===== config.mk =====
export PLATFORM = sky130hd
export DESIGN_NAME = chsb_sqrt
export DESIGN_NICKNAME = d
export VERILOG_FILES = /design/src/design/chsb_pkg.sv /design/src/design/chsb_sqrt.sv
export SDC_FILE = /design/constraint.sdc
export NUM_CORES = 2
export LEC_CHECK = 0
export BUFFER_PORTS_ARGS = -buffer_cell sky130_fd_sc_hd__clkbuf_2
export CORE_UTILIZATION = 29
export DETAILED_ROUTE_END_ITERATION = 10
export PLACE_DENSITY_LB_ADDON = 0.3
export SYNTH_ARGS = -nofsm -noshare
export SYNTH_HDL_FRONTEND = slang
export SYNTH_SLANG_ARGS = --single-unit

===== constraint.sdc =====
create_clock -name clk -period 33.8 [get_ports clk]
set_input_delay 1.69 -clock clk [delete_from_list [all_inputs] [get_ports clk]]
set_output_delay 1.69 -clock clk [all_outputs]
set_load 0.02 [all_outputs]

===== src/design/chsb_pkg.sv =====
package chsb_pkg;

  // component width and fraction bits of the vector words
  localparam int CB = 16;
  localparam int FB = CB - 2;
  localparam int VW = 3 * CB;

  // angle math runs in Q2.30
  localparam logic [30:0] ONE_Q30    = 31'h4000_0000;
  localparam logic [32:0] TWO_PI_Q30 = 33'd6746518852;

  // Horner steps: divide by k = 2^A * d as a shift, then a reciprocal
  // multiply M = ceil(2^S / d) with S = 30 + ceil(log2 d), exact below 2^30
  localparam int HSTEPS = 6;
  localparam int SIN_A [HSTEPS] = '{1, 3, 1, 2, 1, 0};
  localparam int SIN_S [HSTEPS] = '{36, 34, 35, 33, 32, 0};
  localparam longint unsigned SIN_M [HSTEPS] = '{
    ((64'd1 << 36) + 64'd54) / 64'd55,
    ((64'd1 << 34) + 64'd8) / 64'd9,
    ((64'd1 << 35) + 64'd20) / 64'd21,
    ((64'd1 << 33) + 64'd4) / 64'd5,
    ((64'd1 << 32) + 64'd2) / 64'd3,
    64'd0
  };
  localparam int COS_A [HSTEPS] = '{2, 1, 3, 1, 2, 1};
  localparam int COS_S [HSTEPS] = '{36, 36, 33, 34, 32, 30};
  localparam longint unsigned COS_M [HSTEPS] = '{
    ((64'd1 << 36) + 64'd32) / 64'd33,
    ((64'd1 << 36) + 64'd44) / 64'd45,
    ((64'd1 << 33) + 64'd6) / 64'd7,
    ((64'd1 << 34) + 64'd14) / 64'd15,
    ((64'd1 << 32) + 64'd2) / 64'd3,
    64'd1 << 30
  };

  // pipeline map
  localparam int TRIG_LAT = 16;
  localparam int SQ_LAT   = 8;
  localparam int SQ_PAIRS = 31;
  localparam int DIV_STG  = (CB + 3) / 4;
  localparam int S_COL    = 1 + DIV_STG;
  localparam int S_XY     = TRIG_LAT + 1;
  localparam int S_PR     = TRIG_LAT + 2;
  localparam int S_SUM    = TRIG_LAT + 3;
  localparam int LAT      = TRIG_LAT + 4;

  typedef logic signed [31:0] trig_t;
  typedef logic [30:0]        root_t;

endpackage


===== src/design/chsb_sqrt.sv =====
module chsb_sqrt import chsb_pkg::*; (
  input  logic            clk,
  input  logic [SQ_LAT:1] en,
  input  logic [CB:0]     operand,
  output root_t           root
);

  typedef struct packed {
    logic [33:0] rem;
    logic [30:0] root;
    logic [61:0] rad;
  } sq_t;

  function automatic sq_t sq_step(sq_t s);
    logic [33:0] r2;
    logic [33:0] tr;
    sq_t         o;
    r2 = {s.rem[31:0], s.rad[61:60]};
    tr = {1'b0, s.root, 2'b01};
    o.rad = s.rad << 2;
    if (r2 >= tr) begin
      o.rem  = r2 - tr;
      o.root = {s.root[29:0], 1'b1};
    end else begin
      o.rem  = r2;
      o.root = {s.root[29:0], 1'b0};
    end
    return o;
  endfunction

  sq_t st_r  [1:SQ_LAT];
  sq_t prv   [1:SQ_LAT];
  sq_t nxt   [1:SQ_LAT];

  // radicand is operand * 2^(60-CB), root in Q2.30
  assign prv[1] = '{rem: '0, root: '0, rad: 62'(operand) << (60 - CB)};

  for (genvar k = 1; k <= SQ_LAT; k++) begin : g_stg
    if (k > 1) begin : g_link
      assign prv[k] = st_r[k-1];
    end

    always_comb begin
      nxt[k] = prv[k];
      for (int i = 0; i < 4; i++) begin
        if ((k - 1) * 4 + i < SQ_PAIRS) begin
          nxt[k] = sq_step(nxt[k]);
        end
      end
    end

    always_ff @(posedge clk) begin
      if (en[k]) begin
        st_r[k] <= nxt[k];
      end
    end
  end

  assign root = st_r[SQ_LAT].root;

endmodule


Word level (Yosys, flattened, before mapping):

Memories as Yosys holds them, arrays and structs flattened.
Index checks and enable logic that the tools add are counted.

* bitwise gates (word level): 0
* muxes and demuxes: 47
* $lt $le $gt $ge: 31
* divide/modulo/power cells: 0
* equal/unequal tests: 0
* shift-type cells: 0
* multiply operators: 0
* reduce and logical (&&, ||, !) cells: 0
* $add $sub $neg: 31

Operator list (number)
* $mux 63: 23
* $ge 34x33->1: 30
* $sub 32x32->32: 22
* $mux 65: 8
* $sub 34x33->34: 8
* $mux 1: 16
* $sub 1x1->2 const B: 1
* $ge 1x1->1 const B: 1

* memories kept: 1
* RAM bits: 968
* input port bits: 26
* ROM bits: 0
* register bits after elaboration: 0
* bits in latches: 0

Memory list
* st_r: depth 8, width 121, rd ports 8, clocked after memory_dff 0, write ports 8, RTL line chsb_sqrt.sv:31 `sq_t st_r [1:SQ_LAT];`

Depth between registers and ports, before layout:

An unclocked memory read counts as a cell.

* depth after elaboration: 9
* depth in mapped cells: 69
* depth with buffers taken out: 61

Worst setup path after synthesis:

No wires, ideal clock.

* kind: register to register
* start point: register st_r[0][693] (netlist name)
* end point: register st_r[0][817] (netlist name)
* required time: 33.540 ns
* clock period less this slack: 13.924 ns
* cell stages (with the launch flop): 63
* setup time: 0.260 ns
* setup slack: 19.876 ns
* arrival time: 13.664 ns
* path buffers: 6
* cell sequence: edfxtp_1 -> inv_1 -> ha_1 -> inv_1 -> fa_1 -> nor2b_1 -> o31a_1 -> o21a_1 -> o22ai_1 -> nand2_1 -> inv_1 -> clkbuf_1 -> buf_1 -> o21ai_0 -> ha_1 -> a21oi_1 -> o21ai_0 -> or3_1 -> [... 27 more ...] -> a21oi_1 -> o21bai_1 -> a21oi_1 -> o21bai_1 -> a21oi_1 -> o21bai_1 -> a21oi_1 -> nand2b_1 -> a21oi_1 -> a41o_1 -> o211ai_1 -> a21boi_0 -> o21a_1 -> o21a_1 -> o21a_1 -> nor3_1 -> clkbuf_1 -> mux2_2

==> metrics.txt <==
P_leak around 20 nW; Die Footprint roughly 160000 µm²; H-tree depth 2; CP startpoint kind flip-flop; DP Wirelength around 110 mm; GRT Util Overall between 15 and 20%; hold_sp st_r[0][798]; YS warnings 0; largest net degree at the start of global routing 60; Worst path slowest cell inv_1; Final WS setup around 17 ns; # resized after CTS 0; Clock Sinks 374; Critical Path RT ~34 ns; utilization after layout between 30% and 40%; Reg with most FFs st_r; R2R Setup Slk approximately 17 ns; Final Wtd Congestion 0.9013; post-synthesis sequential area ratio 24.39%; initial antenna violation count 5; setup_tns 0 ns; FP Rows around 150; Routed WL between 100 and 150 mm; first-pass GRT wire length 211.7 mm; Mapped Nets 6202; dpl ws roughly 17 ns; Setup Crit Path Kind reg -> reg; Slew Limit Fails 0; wire length per cell 17.08 µm; storage element area between 10000 and 15000 µm²; slew margin rel. 18.74%; clk root buf clkbuf_16; slowest stage delay, CP roughly 0.70 ns; vias in the first global route 38770; layout cells sized above 1 under 10%; final hold slack roughly 0.43 ns; FMAX 59.65 MHz; mapped cell area about 46000 µm²; commonest non-fill, non-tap cell in the layout nand2_1; synthesized instance count 5690; GR Overflow Total 0; fin crit share between 40 and 50%; Hold Path Cell Cnt 0; Critical Path Most Common Cell a21oi_1; dominant synthesized flop cell edfxtp_1; cts bufs inserted 47; ys async rst share 0%; vias per cell approximately 5.4; CTS clock-pin slew for the worst setup and hold paths approximately 0.06 ns; Fin. Hold Viols 0; flip-flop count of the largest register after layout around 370; # nets final roughly 6200; via count about 42000; worst clock skew around 0.046 ns; syn_area_per_cell between 8 and 9 µm²; maximum clock path buffer count 3; Overall Power 5.093 mW; setup violators final 0; postcts setup bufs 0; DRC errors left 0; die height about 400 µm; ANT nets after route 0; Worst Path Max Fanout 25; Initial Util between 20% and 30%; filler instances about 16000; Peak VDD IR between 0.1 and 0.15 mV; CTS tree built; total I/O pin count 57; Worst Hold Path EP st_r[0][923]; drt pass-1 iters 6; Core ar. 156900 µm²; fin crit period around 17 ns; number of synthesized flops with an enable pin 374; Multi-input gate area between 30000 and 40000 µm²; die width around 400 µm; Worst R2R End st_r[0][602]; number of synthesized register bits 374; Worst Tran Pin Value between 1 and 1.5 ns; RSZ-0062 raised after global routing false; max cap viols 0; post-synthesis cell type count 112; reg2reg path depth between 60 and 70; Post-CTS Hold Buffers 0; status finished, final reports clean; Cell Pwr Density approximately 100 nW/µm²; 1st-iter DRT viols around 2900; worst r2r src st_r[0][451]; critical path capture point type flip-flop; Area Growth Syn to Fin 9.061%; clock latency on the worst-skew pair approximately 0.65 ns; biggest regs st_r: 374 flops; commonest cells after routing, fill and taps aside 561 x nand2_1, 529 x nor2_1, 474 x ha_1, 463 x a21oi_1, 374 x edfxtp_1; CP arrival between 15 and 20 ns; IO Port Bufs 56; HP Class reg -> reg
-- power breakdown --
group          switching [mW]  internal [mW]  leakage [nW]
logic                    2.17           1.55          15.4
registers               0.108          0.739          3.45
clock network           0.224          0.305         0.760
total                    2.50           2.60          19.6
-- Yosys cell counts (35+ instances only) --
cell      instances  area (µm²)
o31ai_1          68       510.5
nand4_1          66       412.9
xnor2_1         358        3136
nand2_1         561        2106
a21o_1          143        1074
o21bai_1         63       473.0
or3_1            70       437.9
or2_2            54       337.8
and3_1           54       337.8
nand3_1         128       640.6
nor2_1          529        1986
nor2b_1          70       437.9
clkbuf_1        121       454.2
nor3_1          186       930.9
edfxtp_1        374       11230
inv_1           287        1077
nor4_1           74       462.9
mux2_2           65       732.0
a211oi_1         48       360.4
ha_1            474        5931
xor2_1          206        1804
o21a_1           94       705.7
nand2b_1         78       488.0
a31oi_1          65       406.6
a21oi_1         463        2317
o21ai_0         372        1862
and2_1           52       325.3
or4_1            35       262.8
-- metal layers --
| layer | up-vias | GRT usage (%) | part of all wire [%] |
|---|---|---|---|
| li1 | 21100 | - | - |
| met1 | 19670 | 23.14 | 50 |
| met2 | 819 | 25.57 | 44 |
| met3 | 127 | 1.372 | 4.0 |
| met4 | 0 | 3.360 | 1.6 |
| met5 | - | 0 | 0 |
-- worst max-delay path by stage --
stage            startpoint            to  slack [ns]  cells past startpoint
3_5_place_dp   st_r[0][451]  st_r[0][594]       17.09                     64
6_report       st_r[0][451]  st_r[0][602]       17.03                     64
2_1_floorplan  st_r[0][693]  st_r[0][817]       19.88                     62
5_1_grt        st_r[0][451]  st_r[0][602]       15.38                     64
4_1_cts        st_r[0][451]  st_r[0][594]       17.01                     64
3_3_place_gp   st_r[0][451]  st_r[0][600]       17.17                     64
-- layout make-up --
class | count | share of cell area, %
sequential | 374 | 22.36
multi-input combinational | 4871 | 66.01
clock inverter | 36 | 0.8196
timing repair buffer | 91 | 1.081
inverter | 298 | 2.227
antenna | 1 | 0.004982
tap | 2058 | 5.127
clock buffer | 51 | 2.372
-- worst max-delay path, delay by kind of cell, from the launching register on --
kind            cells  cell delay, ns
xor+xnor            1            0.27
compound gates     29            6.95
buf+inv            10            2.83
fa+ha+maj           7            1.76
flops               1            0.48
simple gates       17            4.22
-- kinds of logic (layout without fill, tap and decap cells) --
logic type / Yosys count / count (layout) / synth area share (%)
adder cells (fa/ha/maj): 486 / 486 / 13.40
AO/OA/AOI/OAI: 1637 / 1637 / 22.96
buffers and inverters: 445 / 476 / 3.720
XOR/XNOR: 566 / 566 / 10.80
flip-flops: 374 / 374 / 24.39
AND/OR/NAND/NOR: 2092 / 2092 / 22.61
multiplexers: 90 / 90 / 2.133
other: 0 / 1 / 0
-- through the flow --
step | cell area (µm²) | cells
after global routing | 50220 | 7779
after CTS | 50220 | 7779
after global placement | 48620 | 7692
final | 50220 | 7780
after detailed placement | 48620 | 7692
after floorplan | 46050 | 5690
Note: power is estimated with default switching activity, not from simulation.
